$ cat src/design/array_list_engine_defines.svh
// Assertion macros for the list engine RTL; only ale_ctrl includes them.
// Depends on nothing; users must have clk and rst_n in scope.
`ifndef ARRAY_LIST_ENGINE_DEFINES_SVH
`define ARRAY_LIST_ENGINE_DEFINES_SVH

// Same-cycle implication, disabled while in reset.
`define ALE_ASSERT_NOW(label, ante, cons) \
  label: assert property (@(posedge clk) disable iff (!rst_n) (ante) |-> (cons)) \
    else $error("array_list_engine: same-cycle check failed");

// Next-cycle implication, disabled while in reset.
`define ALE_ASSERT_NEXT(label, ante, cons) \
  label: assert property (@(posedge clk) disable iff (!rst_n) (ante) |=> (cons)) \
    else $error("array_list_engine: next-cycle check failed");

`endif

$ cat src/design/ale_pkg.sv
// Types, constants and helpers for the array list engine.
// No dependencies; used by ale_ctrl and array_list_engine.
package ale_pkg;

  localparam int CAPACITY = 16;
  localparam int ITEM_W   = 32;
  localparam int ADDR_W   = (CAPACITY > 1) ? $clog2(CAPACITY) : 1;
  localparam int CNT_W    = $clog2(CAPACITY + 1);

  // Port widths fixed by the command format.
  localparam int OP_W     = 4;
  localparam int VALUE_W  = 32;
  localparam int POS_W    = 5;
  localparam int LIMIT_W  = 5;
  localparam int STATUS_W = 3;
  localparam int COUNT_PW = 5;

  // Compare width that holds a position, a limit and count + 1.
  localparam int CMP_W = (CNT_W + 1 > POS_W) ? CNT_W + 1 : POS_W;

  localparam logic [LIMIT_W-1:0] LIMIT_RESET = LIMIT_W'(16);

  typedef enum logic [OP_W-1:0] {
    OP_PUSH_FRONT = 4'd0,
    OP_PUSH_REAR  = 4'd1,
    OP_SORTED     = 4'd2,
    OP_INSERT_AT  = 4'd3,
    OP_POP_FRONT  = 4'd4,
    OP_POP_REAR   = 4'd5,
    OP_DELETE_AT  = 4'd6,
    OP_DELETE_KEY = 4'd7,
    OP_SEARCH     = 4'd8,
    OP_CLEAR      = 4'd9
  } op_t;

  typedef enum logic [STATUS_W-1:0] {
    STS_DONE      = 3'd0,
    STS_FULL      = 3'd1,
    STS_EMPTY     = 3'd2,
    STS_NOT_FOUND = 3'd3,
    STS_BAD_POS   = 3'd4
  } status_t;

  typedef enum logic [2:0] {
    S_IDLE,
    S_SCAN,
    S_SHUP,
    S_SHDN,
    S_DRAIN,
    S_WRITE
  } state_t;

  // One finished command, handed from the sequencer to the result register.
  typedef struct packed {
    logic                      fin;
    status_t                   status;
    logic                      found;
    logic signed [VALUE_W-1:0] value;
    logic [CNT_W-1:0]          count;
  } res_t;

  function automatic logic is_insert(op_t op);
    return (op == OP_PUSH_FRONT) || (op == OP_PUSH_REAR) ||
           (op == OP_SORTED) || (op == OP_INSERT_AT);
  endfunction

  // Bring a 32-bit input value to the stored item width.
  function automatic logic [ITEM_W-1:0] to_item(logic signed [VALUE_W-1:0] v);
    logic signed [63:0] w;
    w = 64'(v);
    return w[ITEM_W-1:0];
  endfunction

  // Sign-extend a stored item and keep the low bits of the value field.
  function automatic logic signed [VALUE_W-1:0] to_value(logic [ITEM_W-1:0] v);
    logic signed [63:0] w;
    w = 64'($signed(v));
    return w[VALUE_W-1:0];
  endfunction

endpackage

$ cat src/design/ale_mem.sv
// Generic single-write, single-read synchronous RAM, registered read data.
// No dependencies; holds the list elements for ale_ctrl.
module ale_mem #(
  parameter int DEPTH = 16,
  parameter int WIDTH = 32,
  localparam int AW   = (DEPTH > 1) ? $clog2(DEPTH) : 1
) (
  input  logic             clk,
  input  logic             we,
  input  logic [AW-1:0]    waddr,
  input  logic [WIDTH-1:0] wdata,
  input  logic [AW-1:0]    raddr,
  output logic [WIDTH-1:0] rdata
);

  logic [WIDTH-1:0] mem [DEPTH];

  always_ff @(posedge clk) begin
    if (we) begin
      mem[waddr] <= wdata;
    end
  end

  always_ff @(posedge clk) begin
    rdata <= mem[raddr];
  end

endmodule

$ cat src/design/ale_ctrl.sv
// Command sequencer of the list engine: decode, key scan, slot shifts, count.
// Depends on ale_pkg and array_list_engine_defines.svh; drives the element RAM (ale_mem) through its ports.
`include "array_list_engine_defines.svh"

module ale_ctrl (
  input  logic                               clk,
  input  logic                               rst_n,
  input  logic                               start,
  input  logic [ale_pkg::OP_W-1:0]           op_in,
  input  logic signed [ale_pkg::VALUE_W-1:0] item_in,
  input  logic [ale_pkg::POS_W-1:0]          position,
  input  logic [ale_pkg::CNT_W-1:0]          limit,
  output logic                               busy,
  output ale_pkg::res_t                      res,
  output logic                               mem_we,
  output logic [ale_pkg::ADDR_W-1:0]         mem_waddr,
  output logic [ale_pkg::ITEM_W-1:0]         mem_wdata,
  output logic [ale_pkg::ADDR_W-1:0]         mem_raddr,
  input  logic [ale_pkg::ITEM_W-1:0]         mem_rdata
);

  localparam int CW  = ale_pkg::CNT_W;
  localparam int MW  = ale_pkg::CMP_W;
  localparam int AW  = ale_pkg::ADDR_W;

  ale_pkg::state_t             state_r, state_nxt;
  ale_pkg::op_t                op_r, op_nxt, op_c;
  logic [ale_pkg::ITEM_W-1:0]  item_r, item_nxt;
  logic [CW-1:0]               count_r, count_nxt;
  logic [CW-1:0]               idx_r, idx_nxt;
  logic [CW-1:0]               src_r, src_nxt;
  logic [CW-1:0]               dst_r, dst_nxt;
  logic [CW-1:0]               cmp_r, cmp_nxt;
  logic                        pend_r, pend_nxt;
  logic                        done_iss_r, done_iss_nxt;

  logic [CW-1:0]               cnt_m1, cnt_p1, pos_idx;
  logic [MW-1:0]               cnt_c, pos_c;
  logic                        full, ins_pos_ok, del_pos_ok, hit, resolve;

  ale_pkg::state_t             dec_tgt;
  logic [CW-1:0]               dec_idx;
  ale_pkg::status_t            dec_status;
  logic                        dec_found;
  logic [CW-1:0]               dec_cnt;

  assign op_c       = ale_pkg::op_t'(op_in);
  assign cnt_m1     = count_r - CW'(1);
  assign cnt_p1     = count_r + CW'(1);
  assign cnt_c      = MW'(count_r);
  assign pos_c      = MW'(position);
  assign pos_idx    = CW'(pos_c - MW'(1));
  assign full       = count_r >= limit;
  assign ins_pos_ok = (pos_c != '0) && (pos_c <= cnt_c + MW'(1));
  assign del_pos_ok = (pos_c != '0) && (pos_c <= cnt_c);
  assign busy       = (state_r != ale_pkg::S_IDLE);

  // Compare the word read last cycle; sorted insert stops at the first not-less item.
  assign hit = (op_r == ale_pkg::OP_SORTED) ? !($signed(mem_rdata) < $signed(item_r))
                                            : (mem_rdata == item_r);
  assign resolve = pend_r && (hit || done_iss_r);

  // Decide where a new command, or a finished scan, goes next.
  always_comb begin : decode
    dec_tgt    = ale_pkg::S_IDLE;
    dec_idx    = '0;
    dec_status = ale_pkg::STS_DONE;
    dec_found  = 1'b0;
    dec_cnt    = count_r;
    unique case (state_r)
      ale_pkg::S_IDLE: begin
        unique case (op_c)
          ale_pkg::OP_PUSH_FRONT, ale_pkg::OP_PUSH_REAR,
          ale_pkg::OP_SORTED, ale_pkg::OP_INSERT_AT: begin
            priority if (full) begin
              dec_status = ale_pkg::STS_FULL;
            end else if (op_c == ale_pkg::OP_SORTED && count_r != '0) begin
              dec_tgt = ale_pkg::S_SCAN;
            end else if (op_c == ale_pkg::OP_INSERT_AT && !ins_pos_ok) begin
              dec_status = ale_pkg::STS_BAD_POS;
            end else begin
              if (op_c == ale_pkg::OP_PUSH_REAR) dec_idx = count_r;
              else if (op_c == ale_pkg::OP_INSERT_AT) dec_idx = pos_idx;
              else dec_idx = '0;
              dec_tgt = (count_r > dec_idx) ? ale_pkg::S_SHUP : ale_pkg::S_WRITE;
            end
          end
          ale_pkg::OP_POP_FRONT, ale_pkg::OP_POP_REAR, ale_pkg::OP_DELETE_AT: begin
            priority if (count_r == '0) begin
              dec_status = ale_pkg::STS_EMPTY;
            end else if (op_c == ale_pkg::OP_DELETE_AT && !del_pos_ok) begin
              dec_status = ale_pkg::STS_BAD_POS;
            end else begin
              if (op_c == ale_pkg::OP_POP_REAR) dec_idx = cnt_m1;
              else if (op_c == ale_pkg::OP_DELETE_AT) dec_idx = pos_idx;
              else dec_idx = '0;
              if (MW'(dec_idx) + MW'(1) < cnt_c) dec_tgt = ale_pkg::S_SHDN;
              else dec_cnt = cnt_m1;
            end
          end
          ale_pkg::OP_DELETE_KEY: begin
            if (count_r == '0) dec_status = ale_pkg::STS_EMPTY;
            else dec_tgt = ale_pkg::S_SCAN;
          end
          ale_pkg::OP_SEARCH: begin
            if (count_r == '0) dec_status = ale_pkg::STS_NOT_FOUND;
            else dec_tgt = ale_pkg::S_SCAN;
          end
          ale_pkg::OP_CLEAR: begin
            dec_cnt = '0;
          end
          default: begin
          end
        endcase
      end
      ale_pkg::S_SCAN: begin
        if (!resolve) begin
          dec_tgt = ale_pkg::S_SCAN;
        end else begin
          unique case (op_r)
            ale_pkg::OP_SORTED: begin
              dec_idx = hit ? cmp_r : count_r;
              dec_tgt = (count_r > dec_idx) ? ale_pkg::S_SHUP : ale_pkg::S_WRITE;
            end
            ale_pkg::OP_DELETE_KEY: begin
              if (!hit) begin
                dec_status = ale_pkg::STS_NOT_FOUND;
              end else begin
                dec_idx   = cmp_r;
                dec_found = 1'b1;
                if (MW'(cmp_r) + MW'(1) < cnt_c) dec_tgt = ale_pkg::S_SHDN;
                else dec_cnt = cnt_m1;
              end
            end
            default: begin
              if (hit) dec_found = 1'b1;
              else dec_status = ale_pkg::STS_NOT_FOUND;
            end
          endcase
        end
      end
      default: begin
      end
    endcase
  end

  always_comb begin : next_state
    state_nxt = state_r;
    unique case (state_r)
      ale_pkg::S_IDLE:  if (start) state_nxt = dec_tgt;
      ale_pkg::S_SCAN:  state_nxt = dec_tgt;
      ale_pkg::S_SHUP:  if (src_r == idx_r) state_nxt = ale_pkg::S_DRAIN;
      ale_pkg::S_SHDN:  if (src_r == cnt_m1) state_nxt = ale_pkg::S_DRAIN;
      ale_pkg::S_DRAIN: state_nxt = ale_pkg::is_insert(op_r) ? ale_pkg::S_WRITE
                                                             : ale_pkg::S_IDLE;
      ale_pkg::S_WRITE: state_nxt = ale_pkg::S_IDLE;
      default:          state_nxt = ale_pkg::S_IDLE;
    endcase
  end

  always_comb begin : datapath
    op_nxt       = op_r;
    item_nxt     = item_r;
    count_nxt    = count_r;
    idx_nxt      = idx_r;
    src_nxt      = src_r;
    dst_nxt      = dst_r;
    cmp_nxt      = cmp_r;
    pend_nxt     = pend_r;
    done_iss_nxt = done_iss_r;
    mem_we       = 1'b0;
    mem_waddr    = dst_r[AW-1:0];
    mem_wdata    = mem_rdata;
    mem_raddr    = src_r[AW-1:0];
    res.fin      = 1'b0;
    res.status   = dec_status;
    res.found    = dec_found;
    res.value    = dec_found ? ale_pkg::to_value(item_r) : '0;
    unique case (state_r)
      ale_pkg::S_IDLE: begin
        if (start) begin
          op_nxt       = op_c;
          item_nxt     = ale_pkg::to_item(item_in);
          idx_nxt      = dec_idx;
          pend_nxt     = 1'b0;
          done_iss_nxt = 1'b0;
          if (dec_tgt == ale_pkg::S_SHUP) src_nxt = cnt_m1;
          else if (dec_tgt == ale_pkg::S_SHDN) src_nxt = dec_idx + CW'(1);
          else src_nxt = '0;
          if (dec_tgt == ale_pkg::S_IDLE) begin
            count_nxt = dec_cnt;
            res.fin   = 1'b1;
          end
        end
      end
      ale_pkg::S_SCAN: begin
        if (resolve) begin
          idx_nxt  = dec_idx;
          pend_nxt = 1'b0;
          if (dec_tgt == ale_pkg::S_SHUP) src_nxt = cnt_m1;
          else src_nxt = dec_idx + CW'(1);
          if (dec_tgt == ale_pkg::S_IDLE) begin
            count_nxt = dec_cnt;
            res.fin   = 1'b1;
          end
        end else begin
          // Issue the next read; its word is compared next cycle.
          pend_nxt = 1'b1;
          cmp_nxt  = src_r;
          if (src_r == cnt_m1) done_iss_nxt = 1'b1;
          else src_nxt = src_r + CW'(1);
        end
      end
      ale_pkg::S_SHUP: begin
        mem_we   = pend_r;
        pend_nxt = 1'b1;
        dst_nxt  = src_r + CW'(1);
        if (src_r != idx_r) src_nxt = src_r - CW'(1);
      end
      ale_pkg::S_SHDN: begin
        mem_we   = pend_r;
        pend_nxt = 1'b1;
        dst_nxt  = src_r - CW'(1);
        if (src_r != cnt_m1) src_nxt = src_r + CW'(1);
      end
      ale_pkg::S_DRAIN: begin
        mem_we   = 1'b1;
        pend_nxt = 1'b0;
        if (!ale_pkg::is_insert(op_r)) begin
          count_nxt  = cnt_m1;
          res.fin    = 1'b1;
          res.status = ale_pkg::STS_DONE;
          res.found  = (op_r == ale_pkg::OP_DELETE_KEY);
          res.value  = (op_r == ale_pkg::OP_DELETE_KEY) ? ale_pkg::to_value(item_r) : '0;
        end
      end
      ale_pkg::S_WRITE: begin
        mem_we     = 1'b1;
        mem_waddr  = idx_r[AW-1:0];
        mem_wdata  = item_r;
        count_nxt  = cnt_p1;
        res.fin    = 1'b1;
        res.status = ale_pkg::STS_DONE;
        res.found  = 1'b0;
        res.value  = '0;
      end
      default: begin
      end
    endcase
    // Report the count as it stands after this command.
    res.count = count_nxt;
  end

  always_ff @(posedge clk) begin
    if (!rst_n) begin
      state_r    <= ale_pkg::S_IDLE;
      count_r    <= '0;
      pend_r     <= 1'b0;
      done_iss_r <= 1'b0;
    end else begin
      state_r    <= state_nxt;
      count_r    <= count_nxt;
      pend_r     <= pend_nxt;
      done_iss_r <= done_iss_nxt;
    end
  end

  always_ff @(posedge clk) begin
    op_r   <= op_nxt;
    item_r <= item_nxt;
    idx_r  <= idx_nxt;
    src_r  <= src_nxt;
    dst_r  <= dst_nxt;
    cmp_r  <= cmp_nxt;
  end

  `ALE_ASSERT_NOW(a_count_cap, 1'b1, count_r <= ale_pkg::CAPACITY)
  `ALE_ASSERT_NOW(a_write_busy, mem_we, state_r != ale_pkg::S_IDLE)
  `ALE_ASSERT_NEXT(a_fin_idle, res.fin, state_r == ale_pkg::S_IDLE)
  `ALE_ASSERT_NEXT(a_count_hold, !res.fin, $stable(count_r))

endmodule

$ cat src/design/array_list_engine.sv
// Top level of the fixed-capacity list engine: limit register, result register.
// Depends on ale_pkg, ale_mem and ale_ctrl.
//
//   channel   ports                                   transfer when
//   command   start, busy, in_op, in_item, in_position  start & !busy
//   result    out_strobe, out_status, out_found,      out_strobe (one cycle)
//             out_value, out_item_count
//   config    cfg_valid, cfg_ready, cfg_data          cfg_valid & cfg_ready
//
// Commands that only check or clear report in the cycle after the transfer.
// push_rear goes straight to the write state; shifting inserts copy entries from the
// slot (from 0) up, drain, write; shifting deletes copy later ones down and drain;
// a key scan reads one entry a cycle, with busy high until the result strobe.
// Synchronous reset empties the list and sets the limit to 16; RAM contents persist.
// The receiver cannot stall: each result shows for exactly one cycle.
module array_list_engine (
  input  logic                                clk,
  input  logic                                rst_n,
  input  logic                                start,
  output logic                                busy,
  input  logic [ale_pkg::OP_W-1:0]            in_op,
  input  logic signed [ale_pkg::VALUE_W-1:0]  in_item,
  input  logic [ale_pkg::POS_W-1:0]           in_position,
  output logic                                out_strobe,
  output logic [ale_pkg::STATUS_W-1:0]        out_status,
  output logic                                out_found,
  output logic signed [ale_pkg::VALUE_W-1:0]  out_value,
  output logic [ale_pkg::COUNT_PW-1:0]        out_item_count,
  input  logic                                cfg_valid,
  output logic                                cfg_ready,
  input  logic [ale_pkg::LIMIT_W-1:0]         cfg_data
);

  localparam int CW = ale_pkg::CNT_W;
  localparam int MW = ale_pkg::CMP_W;

  logic [ale_pkg::LIMIT_W-1:0]  limit_r, limit_nxt;
  logic [CW-1:0]                eff_limit;
  ale_pkg::res_t                res;

  logic                         mem_we;
  logic [ale_pkg::ADDR_W-1:0]   mem_waddr, mem_raddr;
  logic [ale_pkg::ITEM_W-1:0]   mem_wdata, mem_rdata;

  logic                         strobe_r;
  logic [ale_pkg::STATUS_W-1:0] status_r;
  logic                         found_r;
  logic signed [ale_pkg::VALUE_W-1:0] value_r;
  logic [ale_pkg::COUNT_PW-1:0] count_r;

  assign cfg_ready = 1'b1;
  assign limit_nxt = (cfg_valid && cfg_ready) ? cfg_data : limit_r;

  // Saturate the limit to the storage depth.
  assign eff_limit = (MW'(limit_r) > MW'(ale_pkg::CAPACITY)) ? CW'(ale_pkg::CAPACITY)
                                                            : CW'(limit_r);

  always_ff @(posedge clk) begin
    if (!rst_n) begin
      limit_r  <= ale_pkg::LIMIT_RESET;
      strobe_r <= 1'b0;
    end else begin
      limit_r  <= limit_nxt;
      strobe_r <= res.fin;
    end
  end

  // Hold the payload of the last finished command.
  always_ff @(posedge clk) begin
    if (res.fin) begin
      status_r <= res.status;
      found_r  <= res.found;
      value_r  <= res.value;
      count_r  <= ale_pkg::COUNT_PW'(res.count);
    end
  end

  assign out_strobe     = strobe_r;
  assign out_status     = status_r;
  assign out_found      = found_r;
  assign out_value      = value_r;
  assign out_item_count = count_r;

  ale_mem #(
    .DEPTH (ale_pkg::CAPACITY),
    .WIDTH (ale_pkg::ITEM_W)
  ) u_mem (
    .clk   (clk),
    .we    (mem_we),
    .waddr (mem_waddr),
    .wdata (mem_wdata),
    .raddr (mem_raddr),
    .rdata (mem_rdata)
  );

  ale_ctrl u_ctrl (
    .clk       (clk),
    .rst_n     (rst_n),
    .start     (start),
    .op_in     (in_op),
    .item_in   (in_item),
    .position  (in_position),
    .limit     (eff_limit),
    .busy      (busy),
    .res       (res),
    .mem_we    (mem_we),
    .mem_waddr (mem_waddr),
    .mem_wdata (mem_wdata),
    .mem_raddr (mem_raddr),
    .mem_rdata (mem_rdata)
  );

endmodule
$ cat config.mk
export PLATFORM = sky130hd
export DESIGN_NAME = array_list_engine
export DESIGN_NICKNAME = d
export VERILOG_FILES = /design/src/design/ale_pkg.sv /design/src/design/ale_mem.sv /design/src/design/ale_ctrl.sv /design/src/design/array_list_engine.sv
export VERILOG_INCLUDE_DIRS = /design/src /design/src/design
export SDC_FILE = /design/constraint.sdc
export NUM_CORES = 1
export LEC_CHECK = 0
export ABC_CLOCK_PERIOD_IN_PS = 15200
export BUFFER_PORTS_ARGS = -buffer_cell sky130_fd_sc_hd__buf_4
export CAP_MARGIN = 20
export CORE_ASPECT_RATIO = 0.5
export CORE_UTILIZATION = 59
export CTS_BUF_LIST = sky130_fd_sc_hd__clkbuf_2 sky130_fd_sc_hd__clkbuf_4 sky130_fd_sc_hd__clkbuf_8
export DETAILED_ROUTE_END_ITERATION = 12
export PLACE_DENSITY = 0.8
export SYNTH_ARGS = -nofsm -noshare
export SYNTH_HDL_FRONTEND = slang
export SYNTH_SLANG_ARGS = --single-unit
$ cat constraint.sdc
create_clock -name clk -period 15.2 [get_ports clk]
set_clock_uncertainty 0.2 [all_clocks]
set_input_delay 3.04 -clock clk [delete_from_list [all_inputs] [get_ports clk]]
set_output_delay 3.04 -clock clk [all_outputs]
set_load 0.01 [all_outputs]
---- Yosys cells after proc, flatten, opt, wreduce, memory -nomap -nowiden ----
Memory sizes are Yosys's and may differ from the RTL's. A register that Yosys moved wholly into a read port is not among the register bits.
Cells that the tools add are included.
storage, ports and cells
  register bits ........................... 112
  memory bits (writable) .................. 512
  input bits .............................. 50
  output and inout port bits .............. 44
  word-level logic and storage cells ...... 214
  memories kept ........................... 1
memories
  memory     words  width  read ports  clocked after memory_dff  wr ports  RTL line       source
  u_mem.mem  16     32     1           1                         1         ale_mem.sv:16  logic [WIDTH-1:0] mem [DEPTH];
cells by class
  add/subtract/negate cells ............... 9
  magnitude comparators ................... 9
  eq/ne operators ......................... 34
  multiplexer cells ....................... 107
  bitwise operators ....................... 1
  reduce and logical (&&, ||, !) cells .... 37
operators with widths
  operator                                             number
  two-way mux 5 bit                                    43
  two-way mux 32 bit                                   3
  one-hot mux 36 bit (2 select lines)                  1
  two-way mux 3 bit                                    20
  one-hot mux 5 bit (2 select lines)                   5
  one-hot mux 5 bit (4 select lines)                   2
  two-way mux 37 bit                                   1
  equality test 32 bit                                 1
  less-than comparator 32 bit                          1
  equality test 4 x 3 -> 1 bit, second input constant  5
  adder 5 x 1 -> 6 bit, second input constant          3
  one-hot mux 3 bit (2 select lines)                   3
  equality test 4 x 2 -> 1 bit, second input constant  4
  adder 5 x 1 -> 5 bit, second input constant          3
  two-way mux 1 bit                                    15
  one-hot mux 3 bit (5 select lines)                   1
  subtractor 5 x 1 -> 5 bit, second input constant     3
  equality test 3 x 2 -> 1 bit, second input constant  4
  less-than comparator 6 x 5 -> 1 bit                  2
  != test 2 x 1 -> 1 bit, second input constant        6
  one-hot mux 3 bit (4 select lines)                   1
  equality test 5 bit                                  2
  greater-than comparator 5 bit                        2
  two-way mux 2 bit                                    5
  35 further kinds                                     61

---- Longest topological paths before layout ----
Gate-level depths: netlist (run 1).
  depth in word-level cells ............... 22
  depth in mapped cells ................... 23

---- Modules after synthesis ----
From an unflattened synthesis (run 1), not the netlist that was laid out.
unflattened totals
  cells, all modules ...................... 1722
  area total of the unflattened synthesis .. 27919.3 um^2
modules (own cells, without submodules)
  module             times used  cells each  area an instance (um^2)
  ale_mem            1           838         19835.3
  ale_ctrl           1           818         6596.3
  array_list_engine  1           66          1487.7

---- Worst setup path after synthesis (run 1) ----
OpenSTA, ideal clock, no wires.
  path kind ............................... input to register
  start ................................... input port in_op[0] (netlist name)
  end ..................................... register u_ctrl.src_r[0] (data pin)
  library setup time ...................... 261 ps
  arrival time ............................ 6375 ps
  slack ................................... 8364 ps
  cell stages on the path ................. 16
  path buffers ............................ 2
  cell sequence ........................... buf_2 > nand2b_1 > clkbuf_1 > or4_1 > a21oi_1 > xor2_1 > ha_1 > o21ai_0 > a21o_1 > a31oi_1 > a311oi_1 > nand3b_1 > a21oi_2 > o211ai_4 > mux2i_1 > a221o_1
on the way
  word-level cells in the longest chain between the ends .. 20
RTL lines
  what                                                                           RTL line                 source
  start, declared                                                                array_list_engine.sv:21  input logic [ale_pkg::OP_W-1:0] in_op,
  parallel branches: the longest is 19 deep, another holds adder 5 x 1 -> 6 bit  -
  one-hot mux 5 bit (4 select lines) *                                           ale_ctrl.sv:179          unique case (state_r)
  named net u_ctrl.src_nxt[0]                                                    ale_ctrl.sv:31           logic [CW-1:0] src_r, src_nxt;
  end signal, assigned                                                           ale_ctrl.sv:272          src_r <= src_nxt;
  end, declared                                                                  ale_ctrl.sv:31
Mark *: on every way through the listed nets, which the timed path passes. The select of a mux whose other input is x is not followed.
A chain may end at the register's enable or synchronous reset.

==> results of run 1 <==
==> cell usage in the layout (no fill, tap or decap), drive strengths merged, types with 12 or more instances in the layout <==
cell,synthesis,final
ha,75,75
a21oi,58,58
and2,41,41
nand3,31,31
nor4,12,12
dfxtp,48,48
xor2,13,13
clkbuf,53,142
edfxtp,608,608
mux4,160,160
nor3,22,22
clkinv,1,15
o21ai,67,67
xnor2,21,21
nor2,86,86
a31oi,18,18
inv,62,67
nand2,77,77
buf,22,153
==> power breakdown <==
| part | total, mW | internal, mW | switching [mW] |
|---|---|---|---|
| combinational | 2.04 | 0.847 | 1.19 |
| sequential | 2.56 | 2.43 | 0.124 |
| clock | 1.41 | 0.744 | 0.665 |
| total | 6.00 | 4.02 | 1.98 |
==> worst max-delay path by stage <==
stage	to	slack, ps	depth (start not counted)
finish	out_status[0]$_DFFE_PP_	8170	19
global route	u_ctrl.count_r[2]$_SDFF_PN0_	7930	21
CTS	u_ctrl.src_r[0]$_DFFE_PP_	8320	16
detailed placement	u_ctrl.src_r[0]$_DFFE_PP_	7630	16
global placement	u_ctrl.src_r[0]$_DFFE_PP_	7630	16
floorplan	u_ctrl.src_r[0]$_DFFE_PP_	8360	16
==> stage by stage <==
step                worst slack (ps)  area [um2]
finish                          8170       31800
global placement                7630       29900
CTS                             8320       31800
global route                    7930       31800
detailed placement              7630       29900
floorplan                       8360       28100
==> logic make-up (layout without fill, tap and decap cells) <==
kind of cell             count (synthesis)  after routing
AO/OA/AOI/OAI                          239            239
XOR/XNOR                                34             34
adder cells (fa/ha/maj)                 75             75
buffers and inverters                  138            379
flip-flops                             656            656
multiplexers                           173            173
other                                    1              1
AND/OR/NAND/NOR                        335            335
==> cell type report <==
| cell class | count | area share [%] |
|---|---|---|
| Clock buffer | 142 | 5.28 |
| Clock inverter | 21 | 0.633 |
| Inverter | 63 | 0.743 |
| Multi-Input combinational cell | 857 | 26.7 |
| Sequential cell | 656 | 60.4 |
| Tap cell | 638 | 2.51 |
| Timing Repair Buffer | 153 | 3.79 |
==> worst max-delay path, cell delays in order (launching register included) <==
cell      delay [ps]
edfxtp_1         340
inv_1             80
ha_1             730
nand4_4          210
nor4_1           650
o2111a_1         680
o31a_1           280
nor3_1           120
nor2_1           470
nor2_1            80
a21oi_1          150
ha_1             260
and4_1           210
a21oi_1          160
o31a_1           220
o21ai_0           90
o31ai_1          360
o31ai_2          220
o31ai_2          330
and2_4           690
==> routing by layer <==
metal | up-vias | wire, um | track usage (%)
met5 | - | 0 | 0
met4 | 0 | 1840 | 10.1
met3 | 159 | 6250 | 4.60
met2 | 1009 | 32000 | 44.7
met1 | 8281 | 26200 | 37.5
li1 | 6959 | - | -
==> sequential cells by signal, summed over array words and instances, names as in the netlist, 32 cells and up <==
signal	flops
out_value	32
u_ctrl.item_r	32
u_mem.mem	512
u_mem.rdata	32
==> flow_summary.toml, run 1 <==
[outcome]
outcome = "complete, no violations"

[floorplan]
start_util_pct = 59.9
io-pin-count = 94
core_um2 = 46900
rows = 56
die_h_um = 156
die-area_um2 = 48600
die_w_um = 311

[clocking]
cts_resized = 0
hold_buffers = 0
clkLatencyLatePin_ps = 690
numClockSinks = 656
clockBufferDepth = 3
cts_buffers = 87
clkSlewWorstSetupHoldPaths_ps = 70
cts_setup_buffers = 0
cts_tree = "yes"
cts_root_buf = "clkbuf_8"
htree_levels = 3

[job]
maxCapViolations = 0

[logic_synthesis]
synth_commonest_cells = "edfxtp_1, mux4_2, nor2_1, nand2_1, ha_1"
synth.area.top_cells = "edfxtp_1, mux4_2, dfxtp_1"
syn-cell-area_um2 = 28100
synth-seq-cells = 656
netlist.top_cell.by_area = "edfxtp_1"
synthMuxAreaShare_pct = 13.3
synth_edf_count = 608
synthAdderAreaFrac_pct = 3.34
yosysWarnings = 0
synth_top_area_share_pct = 65.0
post_synth_xor_area_fraction_pct = 1.06
ys_types = 89
yosysSeqAreaShare_pct = 68.4
async_flop_share_pct = 0
synthFlopType = "edfxtp_1"
syn-num-nets = 1776
synth-simple-area-share_pct = 6.22
yosysMostFrequentCell = "edfxtp_1"
synth_compound_area_share_pct = 5.79
postSynthCellCount = 1651
synth_top_family_by_area = "multiplexers"
syn_avg_cell_area_um2 = 17.0

[layout]
post-route-util_pct = 67.8
nets = 1943
area_growth_pct = 13.2
final_cells = 2530
multiInputGateArea_um2 = 8480
fill_cells = 2945
insertedDiodeCount = 0
drive_above_1_share_pct = 27.7
seq_area_um2 = 19200

[critical_path]
crit_type = "flip-flop to flip-flop"
crit_start = "u_ctrl.item_r[31]$_DFFE_PP_"
crit_fanout = 42
worst_setup_path_start_kind = "flip-flop"
arrival_ps = 7110
cp.required_ps = 15280
reg2reg_to = "out_status[0]$_DFFE_PP_"
r2r_slack_ps = 8170
r2r_cells = 19
r2r_start = "u_ctrl.item_r[31]$_DFFE_PP_"
endpoint_kind = "flip-flop"

[timing]
tns_ps = 0
final-setup-viol-count = 0
rsz0062_at_grt = "false"
worst_pin_slew_ps = 1140
finalCriticalPeriod_ps = 7030
relSlewSlack_pct = 23.5
slew_violations = 0
hold_viol = 0
whs_ps = 293
fmax_mhz = 142
finalCritPeriodShare_pct = 46.2

[worst_hold_path]
worstHoldStart = "limit_r[1]$_SDFFE_PN0P_"
hold_end = "limit_r[1]$_SDFFE_PN0P_"
min_path_type = "flip-flop to flip-flop"
hold_depth = 2

[grt]
overflow = 0
grt_pass1_wl_mm = 97.1
grt_pass1_vias = 16200
grt_antenna_before_repair = 0
grt_max_degree = 137
grtUsageTotal_pct = 27.3

[drt]
drc = 0
viasPerCell = 6.49
drt_iter0_drc = 2108
wl_mm = 66.3
drt-wirelength-per-cell_um = 26.2
vias = 16400
ant_nets = 0
drtPass1Iterations = 5

[placement]
gp_congestion = 0.928
place.detailed.hpwl_mm = 36.5
port_buffers = 92
dp.cells = 2365

[pwr]
ir_drop_mv = 0.143
power_mw = 6.00
powerDensity_nw_per_um2 = 189
p_leak_nw = 10.9
No activity file was read; power rests on OpenSTA's default activity.
==> run 2: changes to the inputs <==
- ABC_AREA: unset -> 1
- ABC_CLOCK_PERIOD_IN_PS: 15200 -> 6950
- clock period: 15.2 -> 6.95 ns (I/O delays scaled with it)
==> run 2 against run 1 <==
Flip-flop and latch count is the same. Synthesized area up 0.98%. Wire length is 9.7% higher. Clock power grew 110%. Largest cell class unchanged. Highest routed layer unchanged.
==> flow_summary.toml, run 2 <==
[critical_path]
worst_path_dominant_cell_family = "simple AND/OR/NAND/NOR gates"
cp_slowest_cell = "nand2_2"
cp_common_cell = "nand2_1"
endpoint_kind = "flip-flop"
max_stage_delay_ps = 500
crit_buf_inv = 5
cp.required_ps = 7060
crit_type = "flip-flop to flip-flop"
worst_setup_path_start_kind = "flip-flop"
crit_fanout = 24
arrival_ps = 5560

[floorplan]
die_h_um = 157
rows = 56
start_util_pct = 60.2
core_um2 = 47200
io-pin-count = 94
die-area_um2 = 49000
die_w_um = 312

[pwr]
powerDensity_nw_per_um2 = 451
power_mw = 14.3
ir_drop_mv = 0.267
p_leak_nw = 11.8

[logic_synthesis]
yosysWarnings = 0
yosysSeqAreaShare_pct = 67.7
synth_top_area_share_pct = 64.3
netlist.top_cell.by_area = "edfxtp_1"
yosysMostFrequentCell = "edfxtp_1"
postSynthCellCount = 2486
async_flop_share_pct = 0
syn-cell-area_um2 = 28400
synthFlopType = "edfxtp_1"
ys_types = 55
synth_edf_count = 608
syn_avg_cell_area_um2 = 11.4
synth_commonest_cells = "edfxtp_1, nor2_1, o21ai_0, nand2_1, o22ai_1"
syn-num-nets = 2611
synth.area.top_cells = "edfxtp_1, o21ai_0, nor2_1"
synth-seq-cells = 656

[drt]
vias = 20400
viasPerCell = 6.13
wl_mm = 72.8
drc = 0
ant_nets = 0
drtPass1Iterations = 6
drt-wirelength-per-cell_um = 21.9
drt_iter0_drc = 2841

[timing]
slew_violations = 0
tns_ps = 0
rsz0062_at_grt = "false"
finalCriticalPeriod_ps = 5450
final-setup-viol-count = 0
finalCritPeriodShare_pct = 78.4
hold_viol = 0
fmax_mhz = 184
worst_pin_slew_ps = 1120
relSlewSlack_pct = 24.8

[clocking]
htree_levels = 3
clkLatencyLatePin_ps = 680
cts_buffers = 88
cts_setup_buffers = 0
hold_buffers = 0
cts_root_buf = "clkbuf_8"
cts_tree = "yes"
numClockSinks = 656
cts_resized = 0
clockBufferDepth = 3
clkSlewWorstSetupHoldPaths_ps = 60

[placement]
gp_congestion = 0.942
port_buffers = 92
place.detailed.hpwl_mm = 40.4
dpl-instance-area_um2 = 30000
dp.cells = 3159

[layout]
nets = 2736
final_area_um2 = 31800
drive_above_1_share_pct = 14.0
largest-register = "u_mem.mem"
layout_commonest_cell = "edfxtp_1"
final_cell_mix = "edfxtp_1, nor2_1, o21ai_0, nand2_1"
area_growth_pct = 12.2
largest_reg_flops = 512
final_cells = 3322
fill_cells = 3238

[grt]
grt_max_degree = 185
grt_pass1_wl_mm = 110
grtUsageTotal_pct = 29.5
grt_antenna_before_repair = 1
overflow = 0
grt_pass1_vias = 19300

[worst_hold_path]
min_path_type = "flip-flop to flip-flop"

[outcome]
outcome = "complete, no violations"

[job]
maxCapViolations = 0
## run 2: per-stage QoR
stage                     setup WS (ps)  hold slack, ps  util [%]
after CTS                          1580             304      67.5
after global routing               1090             345      67.5
after global placement             1240             286      63.7
after floorplan                    1760             224         -
final                              1500             295      67.5
after detailed placement           1110             294      63.7
## run 2: worst min-delay path, delay by kind of cell (launching register included)
kind / cells / cell delay (ps)
compound gates: 1 / 70
buf+inv: 1 / 90
flops: 1 / 300
## run 2: layout make-up
class	instances	area [um2]	area share [%]
repair buffers	161	1220	3.84
diodes	1	2.50	0.00786
multi-input cells	1535	8150	25.6
inverters	169	644	2.02
flip-flops and latches	656	19200	60.4
clock buffers	134	1610	5.07
well taps	638	798	2.51
clock inverters	28	189	0.594
## run 2: routing by layer
metal  global-route usage, %  up-vias  share of wire [%]
li1                        -     9177                  -
met1                    39.5     9700                 39
met2                    48.1     1295                 47
met3                    5.63      180                 11
met4                    12.1        0                3.3
met5                       0        -                  0
## run 2: report_power, final
group	internal, mW	total, mW	switching, mW	leakage, nW
Sequential	5.49	5.74	0.247	5.95
Clock	1.53	2.97	1.44	0.959
Combinational	1.67	5.64	3.97	4.87
Total	8.69	14.3	5.66	11.8
## run 2: cell families after synthesis
kind of cell / after synthesis / synth area share (%)
and+or+nand+nor: 788 / 11.5
adders and majority gates: 75 / 3.31
buffers and inverters: 295 / 4.02
other: 1 / 0.0132
DFF: 656 / 67.7
AOI/OAI and AO/OA: 645 / 12.6
xor gates and xnor gates: 26 / 0.802
## run 2: path summary, 6_finish.rpt
| check | from | depth (start not counted) | to | slack (ps) |
|---|---|---|---|---|
| setup / recovery | u_ctrl.item_r[19]$_DFFE_PP_ | 27 | out_status[1]$_DFFE_PP_ | 1500 |
| hold / removal | limit_r[0]$_SDFFE_PN0P_ | 2 | limit_r[0]$_SDFFE_PN0P_ | 300 |
| setup reg to reg | u_ctrl.item_r[19]$_DFFE_PP_ | 27 | out_status[1]$_DFFE_PP_ | 1500 |
| hold reg to reg | limit_r[0]$_SDFFE_PN0P_ | 2 | limit_r[0]$_SDFFE_PN0P_ | 300 |
